### config.mk
export PLATFORM = sky130hd
export DESIGN_NAME = tile_extremum_seed_picker
export DESIGN_NICKNAME = d
export VERILOG_FILES = /design/src/hw/rtl/tesp_pkg.sv /design/src/hw/rtl/tesp_ram.sv /design/src/hw/rtl/tesp_cfg.sv /design/src/hw/rtl/tesp_scan.sv /design/src/hw/rtl/tesp_acc.sv /design/src/hw/rtl/tile_extremum_seed_picker.sv
export SDC_FILE = /design/constraint.sdc
export NUM_CORES = 2
export LEC_CHECK = 0
export BUFFER_PORTS_ARGS = -buffer_cell sky130_fd_sc_hd__buf_2
export CORE_UTILIZATION = 45
export DETAILED_ROUTE_END_ITERATION = 10
export SYNTH_ARGS = -nofsm -noshare
export SYNTH_HDL_FRONTEND = slang
export SYNTH_HIERARCHICAL = 1
export SYNTH_SLANG_ARGS = --single-unit
### constraint.sdc
create_clock -name clk_i -period 17.3 [get_ports clk_i]
set_input_delay 2.595 -clock clk_i [delete_from_list [all_inputs] [get_ports clk_i]]
set_output_delay 2.595 -clock clk_i [all_outputs]
set_load 0.005 [all_outputs]
### src/hw/rtl/tesp_pkg.sv
// Shared constants, register codes and types for the tile extremum seed picker.
package tesp_pkg;

  // Parameter defaults
  localparam int unsigned MAX_TILE_COLS_DEF = 64;
  localparam int unsigned COORD_BITS_DEF    = 12;
  localparam int unsigned HEIGHT_BITS_DEF   = 32;

  // Fixed port widths
  localparam int unsigned IN_HEIGHT_BITS = 32;
  localparam int unsigned OUT_COORD_BITS = 12;
  localparam int unsigned REG_BITS       = 13;
  localparam int unsigned APB_ADDR_BITS  = 4;
  localparam int unsigned APB_DATA_BITS  = 32;

  // Register reset values (before clamping)
  localparam logic [REG_BITS-1:0] GRID_WIDTH_RST  = 13'd4096;
  localparam logic [REG_BITS-1:0] GRID_HEIGHT_RST = 13'd4096;
  localparam logic [REG_BITS-1:0] TILE_SIZE_RST   = 13'd64;

  // Register index, taken from paddr[3:2]
  typedef enum logic [1:0] {
    REG_GRID_WIDTH  = 2'd0,
    REG_GRID_HEIGHT = 2'd1,
    REG_TILE_SIZE   = 2'd2,
    REG_PICK_MAX    = 2'd3
  } reg_idx_e;

  // Per-cell scan flags from the raster counters to the tile stage
  typedef struct packed {
    logic in_range;  // tile column below the tracked limit
    logic tile_end;  // this cell closes its tile
  } scan_ctl_t;

endpackage

### src/hw/rtl/tesp_ram.sv
// Generic single-write, single-read RAM with registered read data.
module tesp_ram #(
  parameter int unsigned WIDTH = 8,
  parameter int unsigned DEPTH = 64
) (
  input  logic                                         clk_i,
  input  logic                                         we_i,
  input  logic [((DEPTH > 1) ? $clog2(DEPTH) : 1)-1:0] waddr_i,
  input  logic [WIDTH-1:0]                             wdata_i,
  input  logic                                         re_i,
  input  logic [((DEPTH > 1) ? $clog2(DEPTH) : 1)-1:0] raddr_i,
  output logic [WIDTH-1:0]                             rdata_o
);

  logic [WIDTH-1:0] mem_q [DEPTH];
  logic [WIDTH-1:0] rdata_q;

  // Write port
  always_ff @(posedge clk_i) begin
    if (we_i) begin
      mem_q[waddr_i] <= wdata_i;
    end
  end

  // Registered read port, old data on a same-address write
  always_ff @(posedge clk_i) begin
    if (re_i) begin
      rdata_q <= mem_q[raddr_i];
    end
  end

  assign rdata_o = rdata_q;

endmodule

### src/hw/rtl/tesp_cfg.sv
// APB register file: grid width, grid height, tile size and pick mode.
module tesp_cfg import tesp_pkg::*; #(
  parameter int unsigned COORD_BITS = COORD_BITS_DEF
) (
  input  logic                     clk_i,
  input  logic                     rst_ni,
  input  logic                     psel,
  input  logic                     penable,
  input  logic                     pwrite,
  input  logic [APB_ADDR_BITS-1:0] paddr,
  input  logic [APB_DATA_BITS-1:0] pwdata,
  output logic [APB_DATA_BITS-1:0] prdata,
  output logic                     pready,
  output logic [COORD_BITS:0]      grid_width_o,
  output logic [COORD_BITS:0]      grid_height_o,
  output logic [COORD_BITS:0]      tile_size_o,
  output logic                     pick_max_o
);

  localparam int unsigned CRW = COORD_BITS + 1;
  localparam int unsigned CW  = (REG_BITS > CRW) ? REG_BITS : CRW;

  // Zero acts as one, anything above the coordinate range saturates
  function automatic logic [CRW-1:0] clamp(input logic [REG_BITS-1:0] v);
    logic [CW-1:0] w;
    logic [CW-1:0] lim;
    w   = CW'(v);
    lim = CW'(1) << COORD_BITS;
    if (w == '0) begin
      return CRW'(1);
    end else if (w > lim) begin
      return CRW'(lim);
    end else begin
      return CRW'(w);
    end
  endfunction

  logic [CRW-1:0] grid_width_q, grid_height_q, tile_size_q;
  logic           pick_max_q;
  logic           wr_en;
  reg_idx_e       idx;

  assign pready = 1'b1;
  assign wr_en  = psel & penable & pwrite;
  assign idx    = reg_idx_e'(paddr[3:2]);

  // Register writes
  always_ff @(posedge clk_i or negedge rst_ni) begin
    if (!rst_ni) begin
      grid_width_q  <= clamp(GRID_WIDTH_RST);
      grid_height_q <= clamp(GRID_HEIGHT_RST);
      tile_size_q   <= clamp(TILE_SIZE_RST);
      pick_max_q    <= 1'b0;
    end else if (wr_en) begin
      unique case (idx)
        REG_GRID_WIDTH:  grid_width_q  <= clamp(pwdata[REG_BITS-1:0]);
        REG_GRID_HEIGHT: grid_height_q <= clamp(pwdata[REG_BITS-1:0]);
        REG_TILE_SIZE:   tile_size_q   <= clamp(pwdata[REG_BITS-1:0]);
        REG_PICK_MAX:    pick_max_q    <= pwdata[0];
        default: ;
      endcase
    end
  end

  // Read mux
  always_comb begin
    unique case (idx)
      REG_GRID_WIDTH:  prdata = APB_DATA_BITS'(grid_width_q);
      REG_GRID_HEIGHT: prdata = APB_DATA_BITS'(grid_height_q);
      REG_TILE_SIZE:   prdata = APB_DATA_BITS'(tile_size_q);
      REG_PICK_MAX:    prdata = APB_DATA_BITS'(pick_max_q);
      default:         prdata = '0;
    endcase
  end

  assign grid_width_o  = grid_width_q;
  assign grid_height_o = grid_height_q;
  assign tile_size_o   = tile_size_q;
  assign pick_max_o    = pick_max_q;

endmodule

### src/hw/rtl/tesp_scan.sv
// Raster position counters: cell, position in tile and tile column.
module tesp_scan import tesp_pkg::*; #(
  parameter int unsigned COORD_BITS    = COORD_BITS_DEF,
  parameter int unsigned MAX_TILE_COLS = MAX_TILE_COLS_DEF
) (
  input  logic                  clk_i,
  input  logic                  rst_ni,
  input  logic                  advance_i,
  input  logic [COORD_BITS:0]   grid_width_i,
  input  logic [COORD_BITS:0]   grid_height_i,
  input  logic [COORD_BITS:0]   tile_size_i,
  output logic [COORD_BITS-1:0] x_o,
  output logic [COORD_BITS-1:0] y_o,
  output logic [((MAX_TILE_COLS > 1) ? $clog2(MAX_TILE_COLS) : 1)-1:0] addr_o,
  output scan_ctl_t             ctl_o
);

  localparam int unsigned CRW = COORD_BITS + 1;
  localparam int unsigned AW  = (MAX_TILE_COLS > 1) ? $clog2(MAX_TILE_COLS) : 1;
  localparam int unsigned TW  = $clog2(MAX_TILE_COLS + 1);

  logic [COORD_BITS-1:0] cell_col_q, cell_col_d, cell_row_q, cell_row_d;
  logic [COORD_BITS-1:0] col_in_tile_q, col_in_tile_d, row_in_tile_q, row_in_tile_d;
  logic [TW-1:0]         tile_col_q, tile_col_d;
  logic                  col_last, row_last, last_col_tile, last_row_tile, in_range;

  // Edge tests for the current cell
  assign col_last      = ({1'b0, cell_col_q} + CRW'(1)) >= grid_width_i;
  assign row_last      = ({1'b0, cell_row_q} + CRW'(1)) >= grid_height_i;
  assign last_col_tile = (({1'b0, col_in_tile_q} + CRW'(1)) >= tile_size_i) | col_last;
  assign last_row_tile = (({1'b0, row_in_tile_q} + CRW'(1)) >= tile_size_i) | row_last;
  assign in_range      = tile_col_q < TW'(MAX_TILE_COLS);

  // Advance the raster position, wrap at the end of the grid
  always_comb begin
    cell_col_d    = cell_col_q;
    cell_row_d    = cell_row_q;
    col_in_tile_d = col_in_tile_q;
    row_in_tile_d = row_in_tile_q;
    tile_col_d    = tile_col_q;
    if (col_last) begin
      cell_col_d    = '0;
      col_in_tile_d = '0;
      tile_col_d    = '0;
      if (row_last) begin
        cell_row_d    = '0;
        row_in_tile_d = '0;
      end else begin
        cell_row_d    = cell_row_q + 1'b1;
        row_in_tile_d = last_row_tile ? '0 : row_in_tile_q + 1'b1;
      end
    end else begin
      cell_col_d = cell_col_q + 1'b1;
      if (last_col_tile) begin
        col_in_tile_d = '0;
        if (in_range) begin
          tile_col_d = tile_col_q + 1'b1;
        end
      end else begin
        col_in_tile_d = col_in_tile_q + 1'b1;
      end
    end
  end

  always_ff @(posedge clk_i or negedge rst_ni) begin
    if (!rst_ni) begin
      cell_col_q    <= '0;
      cell_row_q    <= '0;
      col_in_tile_q <= '0;
      row_in_tile_q <= '0;
      tile_col_q    <= '0;
    end else if (advance_i) begin
      cell_col_q    <= cell_col_d;
      cell_row_q    <= cell_row_d;
      col_in_tile_q <= col_in_tile_d;
      row_in_tile_q <= row_in_tile_d;
      tile_col_q    <= tile_col_d;
    end
  end

  assign x_o            = cell_col_q;
  assign y_o            = cell_row_q;
  assign addr_o         = tile_col_q[AW-1:0];
  assign ctl_o.in_range = in_range;
  assign ctl_o.tile_end = last_col_tile & last_row_tile;

endmodule

### src/hw/rtl/tesp_acc.sv
// Tile accumulator stage: compare against the stored best, update, emit seeds.
module tesp_acc import tesp_pkg::*; #(
  parameter int unsigned COORD_BITS    = COORD_BITS_DEF,
  parameter int unsigned HEIGHT_BITS   = HEIGHT_BITS_DEF,
  parameter int unsigned MAX_TILE_COLS = MAX_TILE_COLS_DEF
) (
  input  logic                   clk_i,
  input  logic                   rst_ni,
  input  logic                   accept_i,
  input  logic [COORD_BITS-1:0]  x_i,
  input  logic [COORD_BITS-1:0]  y_i,
  input  logic [((MAX_TILE_COLS > 1) ? $clog2(MAX_TILE_COLS) : 1)-1:0] addr_i,
  input  scan_ctl_t              ctl_i,
  input  logic [HEIGHT_BITS-1:0] height_i,
  input  logic                   occupied_i,
  input  logic                   pick_max_i,
  output logic                   in_stall_o,
  output logic                   out_valid_o,
  input  logic                   out_stall_i,
  output logic [COORD_BITS-1:0]  seed_x_o,
  output logic [COORD_BITS-1:0]  seed_y_o
);

  localparam int unsigned AW = (MAX_TILE_COLS > 1) ? $clog2(MAX_TILE_COLS) : 1;
  localparam int unsigned EW = HEIGHT_BITS + 2 * COORD_BITS;

  // Stage registers
  logic                   s1_v_q;
  logic [HEIGHT_BITS-1:0] s1_h_q;
  logic                   s1_occ_q;
  logic [COORD_BITS-1:0]  s1_x_q, s1_y_q;
  logic [AW-1:0]          s1_addr_q;
  scan_ctl_t              s1_ctl_q;
  logic                   fwd_hit_q;
  logic [EW-1:0]          fwd_q;
  logic [MAX_TILE_COLS-1:0] found_q;

  // Output register
  logic                  out_v_q;
  logic [COORD_BITS-1:0] out_x_q, out_y_q;

  logic [EW-1:0]          rd_data, entry, wr_data;
  logic [HEIGHT_BITS-1:0] best_h;
  logic [COORD_BITS-1:0]  best_x, best_y;
  logic                   found_cur, better, emit, out_free, s1_fire, wr_en;

  // Per-tile-column best entry {height, x, y}
  tesp_ram #(
    .WIDTH (EW),
    .DEPTH (MAX_TILE_COLS)
  ) u_ram (
    .clk_i   (clk_i),
    .we_i    (wr_en),
    .waddr_i (s1_addr_q),
    .wdata_i (wr_data),
    .re_i    (accept_i),
    .raddr_i (addr_i),
    .rdata_o (rd_data)
  );

  // Take the write that raced the read, else the RAM data
  assign entry                   = fwd_hit_q ? fwd_q : rd_data;
  assign {best_h, best_x, best_y} = entry;
  assign found_cur               = found_q[s1_addr_q];

  // Compare; the earlier cell wins a tie
  always_comb begin
    better = 1'b0;
    if (s1_ctl_q.in_range && s1_occ_q) begin
      if (!found_cur) begin
        better = 1'b1;
      end else if (pick_max_i) begin
        better = $signed(s1_h_q) > $signed(best_h);
      end else begin
        better = $signed(s1_h_q) < $signed(best_h);
      end
    end
  end

  assign emit       = s1_ctl_q.in_range & s1_ctl_q.tile_end & (better | found_cur);
  assign out_free   = ~out_v_q | ~out_stall_i;
  assign s1_fire    = s1_v_q & (~emit | out_free);
  assign wr_en      = s1_fire & better;
  assign wr_data    = {s1_h_q, s1_x_q, s1_y_q};
  assign in_stall_o = s1_v_q & ~s1_fire;

  // Stage control and tile-found bits
  always_ff @(posedge clk_i or negedge rst_ni) begin
    if (!rst_ni) begin
      s1_v_q    <= 1'b0;
      fwd_hit_q <= 1'b0;
      found_q   <= '0;
    end else begin
      if (accept_i) begin
        s1_v_q    <= 1'b1;
        fwd_hit_q <= wr_en && (s1_addr_q == addr_i);
      end else if (s1_fire) begin
        s1_v_q <= 1'b0;
      end
      if (s1_fire && s1_ctl_q.in_range) begin
        if (s1_ctl_q.tile_end) begin
          found_q[s1_addr_q] <= 1'b0;
        end else if (better) begin
          found_q[s1_addr_q] <= 1'b1;
        end
      end
    end
  end

  // Stage payload
  always_ff @(posedge clk_i) begin
    if (accept_i) begin
      s1_h_q    <= height_i;
      s1_occ_q  <= occupied_i;
      s1_x_q    <= x_i;
      s1_y_q    <= y_i;
      s1_addr_q <= addr_i;
      s1_ctl_q  <= ctl_i;
      fwd_q     <= wr_data;
    end
  end

  // Output valid
  always_ff @(posedge clk_i or negedge rst_ni) begin
    if (!rst_ni) begin
      out_v_q <= 1'b0;
    end else if (s1_fire && emit) begin
      out_v_q <= 1'b1;
    end else if (!out_stall_i) begin
      out_v_q <= 1'b0;
    end
  end

  // Output payload
  always_ff @(posedge clk_i) begin
    if (s1_fire && emit) begin
      out_x_q <= better ? s1_x_q : best_x;
      out_y_q <= better ? s1_y_q : best_y;
    end
  end

  assign out_valid_o = out_v_q;
  assign seed_x_o    = out_x_q;
  assign seed_y_o    = out_y_q;

endmodule

### src/hw/rtl/tile_extremum_seed_picker.sv
// Top level of the tile extremum seed picker.
//
//  channel  | signals                                   | accepted when
//  ---------+-------------------------------------------+----------------------------
//  cell in  | in_valid_i, in_stall_o, height_i, occ..   | in_valid_i & !in_stall_o
//  seed out | out_valid_o, out_stall_i, seed_x_o, _y_o  | out_valid_o & !out_stall_i
//  config   | psel, penable, pwrite, paddr, pwdata, ..  | psel & penable & pwrite
//
// One cell is taken every cycle while the input is not stalled. A cell is registered with its
// tile-column RAM read, then compared and written back, and its seed is registered for output.
// Back-to-back cells of one tile column are served by a write-to-read bypass.
// Reset clears the scan counters and the tile-found bits; no clearing pass is needed.
// The input stalls only while a seed is ready to go and the output register is held.
module tile_extremum_seed_picker import tesp_pkg::*; #(
  parameter int unsigned MAX_TILE_COLS = MAX_TILE_COLS_DEF,
  parameter int unsigned COORD_BITS    = COORD_BITS_DEF,
  parameter int unsigned HEIGHT_BITS   = HEIGHT_BITS_DEF
) (
  input  logic                             clk_i,
  input  logic                             rst_ni,
  input  logic                             in_valid_i,
  output logic                             in_stall_o,
  input  logic signed [IN_HEIGHT_BITS-1:0] height_i,
  input  logic                             occupied_i,
  output logic                             out_valid_o,
  input  logic                             out_stall_i,
  output logic [OUT_COORD_BITS-1:0]        seed_x_o,
  output logic [OUT_COORD_BITS-1:0]        seed_y_o,
  input  logic                             psel,
  input  logic                             penable,
  input  logic                             pwrite,
  input  logic [APB_ADDR_BITS-1:0]         paddr,
  input  logic [APB_DATA_BITS-1:0]         pwdata,
  output logic [APB_DATA_BITS-1:0]         prdata,
  output logic                             pready
);

  localparam int unsigned AW = (MAX_TILE_COLS > 1) ? $clog2(MAX_TILE_COLS) : 1;

  logic [COORD_BITS:0]     grid_width, grid_height, tile_size;
  logic                    pick_max, accept;
  logic [COORD_BITS-1:0]   scan_x, scan_y, acc_x, acc_y;
  logic [AW-1:0]           scan_addr;
  scan_ctl_t               scan_ctl;
  logic [IN_HEIGHT_BITS-1:0] h_raw;
  logic [HEIGHT_BITS-1:0]  h_ext;

  assign accept = in_valid_i & ~in_stall_o;

  // Keep the low height bits as two's complement
  assign h_raw = height_i;
  assign h_ext = HEIGHT_BITS'(h_raw);

  tesp_cfg #(
    .COORD_BITS (COORD_BITS)
  ) u_cfg (
    .clk_i         (clk_i),
    .rst_ni        (rst_ni),
    .psel          (psel),
    .penable       (penable),
    .pwrite        (pwrite),
    .paddr         (paddr),
    .pwdata        (pwdata),
    .prdata        (prdata),
    .pready        (pready),
    .grid_width_o  (grid_width),
    .grid_height_o (grid_height),
    .tile_size_o   (tile_size),
    .pick_max_o    (pick_max)
  );

  tesp_scan #(
    .COORD_BITS    (COORD_BITS),
    .MAX_TILE_COLS (MAX_TILE_COLS)
  ) u_scan (
    .clk_i         (clk_i),
    .rst_ni        (rst_ni),
    .advance_i     (accept),
    .grid_width_i  (grid_width),
    .grid_height_i (grid_height),
    .tile_size_i   (tile_size),
    .x_o           (scan_x),
    .y_o           (scan_y),
    .addr_o        (scan_addr),
    .ctl_o         (scan_ctl)
  );

  tesp_acc #(
    .COORD_BITS    (COORD_BITS),
    .HEIGHT_BITS   (HEIGHT_BITS),
    .MAX_TILE_COLS (MAX_TILE_COLS)
  ) u_acc (
    .clk_i       (clk_i),
    .rst_ni      (rst_ni),
    .accept_i    (accept),
    .x_i         (scan_x),
    .y_i         (scan_y),
    .addr_i      (scan_addr),
    .ctl_i       (scan_ctl),
    .height_i    (h_ext),
    .occupied_i  (occupied_i),
    .pick_max_i  (pick_max),
    .in_stall_o  (in_stall_o),
    .out_valid_o (out_valid_o),
    .out_stall_i (out_stall_i),
    .seed_x_o    (acc_x),
    .seed_y_o    (acc_y)
  );

  assign seed_x_o = OUT_COORD_BITS'(acc_x);
  assign seed_y_o = OUT_COORD_BITS'(acc_y);

endmodule

### After elaboration in Yosys (flattened, before gate mapping)

Memory sizes are Yosys's and may differ from the RTL's. A register that Yosys moved wholly into a read port is not among the register bits.
Cells that the tools add are included.
Widths: inputs -> output; s select.

| word-level totals | value |
|---|---|
| register bits after elaboration | 307 |
| RAM bits | 3584 |
| bits of input ports | 76 |
| output and inout port bits | 59 |
| logic and storage cells | 118 |
| memories | 1 |

Memory list:

| memory | words | width | rd ports | clocked after Yosys merged registers in | wr ports | RTL line | source |
|---|---|---|---|---|---|---|---|
| u_acc.u_ram.mem_q | 64 | 56 | 1 | 1 | 1 | tesp_ram.sv:15 | `logic [WIDTH-1:0] mem_q [DEPTH];` |

| cells by class | value |
|---|---|
| add/subtract/negate cells | 9 |
| $lt $le $gt $ge | 10 |
| equal/unequal tests | 5 |
| mux-type cells | 30 |
| bitwise logic cells | 22 |
| reductions and logical operators | 18 |

Operator list:

| operator | count |
|---|---|
| $mux 64 | 2 |
| $pmux 32 s4 | 1 |
| $mux 12 | 8 |
| $and 64x64->64 | 1 |
| $not 64->64 | 1 |
| $or 64x64->64 | 1 |
| $mux 56 | 1 |
| $add 12x1->13 const B | 4 |
| $ge 13x13->1 | 4 |
| $add 12x1->12 const B | 4 |
| $gt 32x32->1 | 1 |
| $lt 32x32->1 | 1 |
| $mux 13 | 2 |
| $mux 7 | 3 |
| $gt 13x13->1 const B | 1 |
| $logic_not 13->1 | 1 |
| $reduce_and 2->1 | 6 |
| $mux 1 | 11 |
| $and 1x1->1 | 9 |
| $reduce_bool 2->1 | 4 |
| $add 7x1->7 const B | 1 |
| $lt 6x7->1 const B | 1 |
| $lt 7x7->1 const B | 1 |
| $bmux 1 s6 | 1 |
| 11 further kinds | 24 |

### Longest topological paths before layout

| depth | value |
|---|---|
| depth in word-level cells | 15 |
| gate-level depth with buffers | 16 |
| gate-level depth less buffers | 13 |

### Hierarchy

The synthesis kept the hierarchy.

Modules (own cells, without submodules):

| module | times used | cells an instance | area an instance (µm²) | seq. area each (µm²) |
|---|---|---|---|---|
| tesp_ram | 1 | 5949 | 137544.4 | 109304.8 |
| tesp_acc | 1 | 694 | 9765.6 | 6030.8 |
| tesp_scan | 1 | 547 | 4748.3 | 1376.3 |
| tesp_cfg | 1 | 199 | 2115.8 | 1004.7 |
| tile_extremum_seed_picker | 1 | 1 | 13.8 | 0.0 |

### Worst setup path after synthesis

Ideal clock, no wire load.

| timing path | value |
|---|---|
| path kind | reg-to-reg |
| start | reg u_acc.fwd_hit_q |
| end | mem u_acc/u_ram/mem_q[48][0] (netlist bit) (enable) |
| setup time | 0.538 ns |
| data arrival time | 7.930 ns |
| data required time | 16.762 ns |
| slack | 8.831 ns |
| stages on the path, launching flop included | 17 |
| path buffers | 3 |
| clock period less this slack | 8.469 ns |
| cells stage by stage | dfrtp_1 > clkbuf_1 > buf_1 > mux2i_1 > ha_1 > a21oi_1 > o21ai_0 > a31oi_1 > or3b_2 > or3_1 > o311ai_1 > nand3_1 > clkbuf_1 > nor3b_1 > nor2b_1 > nand4b_1 > nor3_1 |

| between the ends | value |
|---|---|
| cells in the longest elaborated chain, start to end | 13 |
| elaborated cells between the ends (all ways) | 14 |
| those cells by class | order compare (2); mux (6); bitwise (6) |

RTL lines:

| element | RTL line | source |
|---|---|---|
| start, declared | tesp_acc.sv:34 | `logic fwd_hit_q;` |
| start signal, assigned | tesp_acc.sv:96 | `fwd_hit_q <= wr_en && (s1_addr_q == addr_i);` |
| $mux 56 (*) | tesp_acc.sv:62 | `assign entry = fwd_hit_q ? fwd_q : rd_data;` |
| $lt 32x32->1 or $gt 32x32->1 (tied branches) | tesp_acc.sv:75, tesp_acc.sv:73 |  |
| $mux 1 (*) | tesp_acc.sv:72 | `end else if (pick_max_i) begin` |
| $mux 1 (*) | tesp_acc.sv:70 | `if (!found_cur) begin` |
| $mux 1 (*) | tesp_acc.sv:69 | `if (s1_ctl_q.in_range && s1_occ_q) begin` |
| $or 1x1->1 | tesp_acc.sv:80 | `assign emit = s1_ctl_q.in_range & s1_ctl_q.tile_end & (better \| found_cur);` |
| $and 1x1->1 | tesp_acc.sv:80 |  |
| $not 1->1 | tesp_acc.sv:82 | `assign s1_fire = s1_v_q & (~emit \| out_free);` |
| $or 1x1->1 | tesp_acc.sv:82 |  |
| $and 1x1->1 | tesp_acc.sv:82 |  |
| $and 1x1->1 (*) | tesp_acc.sv:83 | `assign wr_en = s1_fire & better;` |
| named net u_acc.wr_en | tesp_acc.sv:45 | `logic found_cur, better, emit, out_free, s1_fire, wr_en;` |
| $mux 1 (*) | tesp_ram.sv:20 | `if (we_i) begin` |
| $mux 1 (not written as such) (*) | tesp_ram.sv:21 | `mem_q[waddr_i] <= wdata_i;` |
| end, declared | tesp_ram.sv:15 |  |

The timed path passes the listed nets; every way through them passes the cells marked *.

### Worst setup path in the final report

| timing path | value |
|---|---|
| start | reg u_acc.s1_addr_q[0] |
| end | mem u_acc/u_ram/mem_q[30][27] (netlist bit) (enable) |

| between the ends | value |
|---|---|
| cells in the longest elaborated chain, start to end | 12 |

RTL lines:

| element | RTL line | source |
|---|---|---|
| start, declared | tesp_acc.sv:32 | `logic [AW-1:0] s1_addr_q;` |
| start signal, assigned | tesp_acc.sv:117 | `s1_addr_q <= addr_i;` |
| $bmux 1 s6 (*) | tesp_acc.sv:64 | `assign found_cur = found_q[s1_addr_q];` |
| $mux 1 (not written as such) (*) | tesp_acc.sv:64 |  |
| $mux 1 | tesp_acc.sv:70 |  |
| $mux 1 | tesp_acc.sv:69 |  |
| $or 1x1->1 | tesp_acc.sv:80 |  |
| $and 1x1->1 | tesp_acc.sv:80 |  |
| $not 1->1 | tesp_acc.sv:82 |  |
| $or 1x1->1 | tesp_acc.sv:82 |  |
| $and 1x1->1 | tesp_acc.sv:82 |  |
| $and 1x1->1 (*) | tesp_acc.sv:83 |  |
| named net u_acc.wr_en | tesp_acc.sv:45 |  |
| $mux 1 (*) | tesp_ram.sv:20 |  |
| $mux 1 (not written as such) (*) | tesp_ram.sv:21 |  |

The timed path passes the listed nets; every way through them passes the cells marked *. The select of a mux whose other input is x is not followed.

==> impl_metrics.ini <==
[worst_setup_path]
cp-startpoint = u_acc/s1_addr_q[0]$_DFFE_PP_
reg2reg_slack_ps = 9210
end_kind = flop
start_kind = flop
critPathKind = reg -> reg
crit_fanout = 32
cp.arrival_ps = 8670
regToRegStartpoint = u_acc/s1_addr_q[0]$_DFFE_PP_
cp.required_ps = 17880
r2r.worst_path.cells = 15
worstReg2RegEnd = u_acc/u_ram/mem_q[30][27]$_DFFE_PP_

[synth]
ys_seq_area_frac = 0.763
synth_ff_type = edfxtp_1
syn_inst = 7390
avgSynthCellArea_sq_um = 20.9
ys_types = 92
ys_ff_latch = 3947
async_reset_ff_frac = 0.0410
synth.cell_area_sq_um = 154000
synth_edf_count = 3785
ys_warn_count = 6

[floorplan]
core_sq_um = 340000
die_x_um = 587
row_count = 214
ios = 135
fp.dieH_um = 587
initial_core_util = 0.453
die_area_sq_um = 345000

[clock_tree]
clock_path_buffers = 4
path_clk_slew_ps = 60
ctsHtreeMaxLevel = 5
post_cts_buffers = 0
cts_resized = 0
cts.sinks = 3947
cts_tree = built
cts_buffers = 397
insertion_delay_ps = 970
root_buffer = clkbuf_16
holdBufCountCts = 0

[route]
ant_nets = 0
drt_iter0_markers = 9801
drt_wl_total_um = 424000
drc = 0
routedWlPerCell_um = 33.6
dr.pass1.iters = 6
vias = 79200
viasPerCell = 6.28

[outcome]
status = complete, no violations

[pwr]
p_leak_uw = 0.0557
p_per_area_nw_per_um2 = 147
peakVddDrop_mv = 0.118

[global_route]
grt_pass1_wl_um = 595000
grt_pass1_vias = 78600
grt_usage = 0.242
antenna_found_initial = 11
grt_overflow = 0
grt_max_degree = 131

[flow_run]
drv_cap = 0

[place]
dp_hpwl_um = 227000
globalplace.congestion = 0.836
port_buffers = 93

[finish]
area_delta_synth_final_pct = 12.2
layout.nets = 7898
drive_gt1_frac = 0.242
fin_util = 0.509

[timing]
worstMarginPinSlew_ps = 1310
fin_skew_ps = 69.9
rsz0062_at_grt = no
max_slew_margin = 0.117
slew_viol_final = 0
min_period_over_period = 0.467
fmax_ghz = 0.124
fin_crit_ps = 8090
finalSetupTns_ps = 0
setup_viol = 0
hold_violations = 0

[min_path]
holdPathStages = 0
hold_path_startpoint = u_scan/x_o[11]$_DFFE_PN0P_
min_to = u_acc/s1_x_q[11]$_DFFE_PP_
min_path_type = reg -> reg
[report_power, final]
| part | internal, uW | leakage [uW] | switching, uW | total (uW) |
|---|---|---|---|---|
| combinational | 2350 | 0.0136 | 3630 | 5980 |
| clock | 4720 | 0.00607 | 3590 | 8310 |
| sequential | 10900 | 0.0361 | 232 | 11100 |
[metal layers]
| layer | up-vias | part of all wire | GRT usage |
|---|---|---|---|
| met5 | - | 0 | 0 |
| met3 | 647 | 0.082 | 0.0367 |
| met2 | 3715 | 0.48 | 0.386 |
| met1 | 43100 | 0.41 | 0.345 |
| li1 | 31700 | - | - |
| met4 | 0 | 0.035 | 0.0812 |
[Yosys cell counts (32+ instances only)]
master | number | area, sq um
mux2i_1 | 269 | 2690
a21oi_1 | 39 | 195
nor2_1 | 120 | 450
dfrtp_1 | 159 | 3980
buf_6 | 39 | 439
edfxtp_1 | 3785 | 114000
buf_4 | 98 | 736
clkbuf_1 | 160 | 601
o21a_1 | 36 | 270
nand3_1 | 75 | 375
inv_1 | 70 | 263
nor4_1 | 41 | 257
mux4_2 | 811 | 18300
o221ai_1 | 59 | 517
o21ai_0 | 103 | 515
ha_1 | 93 | 1160
nor2b_1 | 34 | 213
nand2_1 | 190 | 713
a211oi_1 | 41 | 308
mux2_2 | 96 | 1080
a22oi_1 | 77 | 578
o22ai_1 | 257 | 1610
xnor2_1 | 32 | 280
buf_2 | 126 | 631
nand4_1 | 58 | 363
o31ai_1 | 145 | 1090
[logic make-up (layout without fill, tap and decap cells)]
group           count (synthesis)  count (layout)  synth area share
buf+inv                       518            1167            0.0181
other cells                     2              26         0.0000487
mux                          1183            1183             0.144
simple gates                  662             662            0.0219
xor+xnor                       43              43           0.00244
compound gates                942             942            0.0430
flops                        3947            3947             0.763
fa+ha+maj                      93              93           0.00755
[critical path, cell delays in order (launching register included)]
cell	delay [ps]
edfxtp_1	550
buf_4	450
mux4_2	560
nor2b_1	150
a211o_1	310
a41oi_2	190
nand4_1	750
o311ai_2	290
buf_4	270
nand3_4	480
nor3b_1	420
buf_4	230
nor2b_1	280
nand3_1	630
nor2_4	1220
buf_4	790
[how the worst max path moves through the flow]
stage,slack [ps],cells past startpoint,to
CTS,9290,15,u_acc/u_ram/mem_q[30][47]$_DFFE_PP_
global placement,9440,15,u_acc/u_ram/mem_q[30][38]$_DFFE_PP_
detailed placement,9300,15,u_acc/u_ram/mem_q[30][38]$_DFFE_PP_
floorplan,8830,16,u_acc/u_ram/mem_q[48][0]$_DFFE_PP_
global route,9080,15,u_acc/u_ram/mem_q[30][27]$_DFFE_PP_
finish,9210,15,u_acc/u_ram/mem_q[30][27]$_DFFE_PP_
[final cells by class]
class	count	area, sq um
well taps	4536	5680
flip-flops and latches	3947	118000
repair buffers	369	2630
clock buffers	502	10500
fillers	26800	167000
multi-input cells	2943	34300
diodes	6	15.0
clock inverters	225	1870
inverters	71	272
[placed cells by master, fill, tap and decap left out, types with 23 or more instances in the layout]
cell type	n
o21ai_1	27
a211oi_1	41
clkbuf_16	404
mux2_2	96
inv_1	69
o22ai_1	257
mux4_2	811
o21a_1	35
o31ai_1	145
buf_2	92
nor2_4	63
buf_4	269
nand4_1	58
o21ai_0	103
edfxtp_1	3785
nor2_1	56
nor4_1	40
bufinv_16	29
a21oi_1	39
xnor2_1	32
clkinv_2	66
nand3_1	73
clkinv_1	109
dfrtp_1	152
a22oi_1	77
clkbuf_1	95
mux2i_1	269
nor2b_1	30
nand2_1	184
and2_1	23
ha_1	93
o221ai_1	59
[metrics by stage]
stage | hold WS, ps | instance area (sq um) | setup WS (ps) | total power, uW | std cells
6_report | 485 | 173000 | 9210 | 25400 | 12600
5_1_grt | 509 | 173000 | 9080 | 26200 | 12600
4_1_cts | 488 | 173000 | 9290 | 25600 | 12600
3_5_place_dp | 474 | 161000 | 9300 | 17300 | 11900
3_3_place_gp | 469 | 161000 | 9440 | 17300 | 11900
2_1_floorplan | 423 | 154000 | 8830 | 15300 | 7408
[registers in the layout, indices dropped and copies added, names as in the netlist, named ones only]
signal	cells
u_acc/seed_x_o	12
u_acc/s1_occ_q	1
u_scan/col_in_tile_q	12
u_cfg/grid_height_o	13
u_acc/fwd_q	56
u_cfg/tile_size_o	13
u_acc/out_valid_o	1
u_acc/u_ram/mem_q	3584
u_scan/y_o	12
u_acc/fwd_hit_q	1
u_scan/tile_col_q	7
u_acc/seed_y_o	12
u_acc/s1_h_q	32
u_cfg/grid_width_o	13
u_acc/s1_ctl_q	2
u_acc/u_ram/rdata_o	56
u_acc/s1_v_q	1
u_scan/x_o	12
u_cfg/pick_max_o	1
u_acc/s1_y_q	12
u_acc/s1_addr_q	6
u_scan/row_in_tile_q	12
u_acc/s1_x_q	12
No activity file was read; power rests on OpenSTA's default activity.
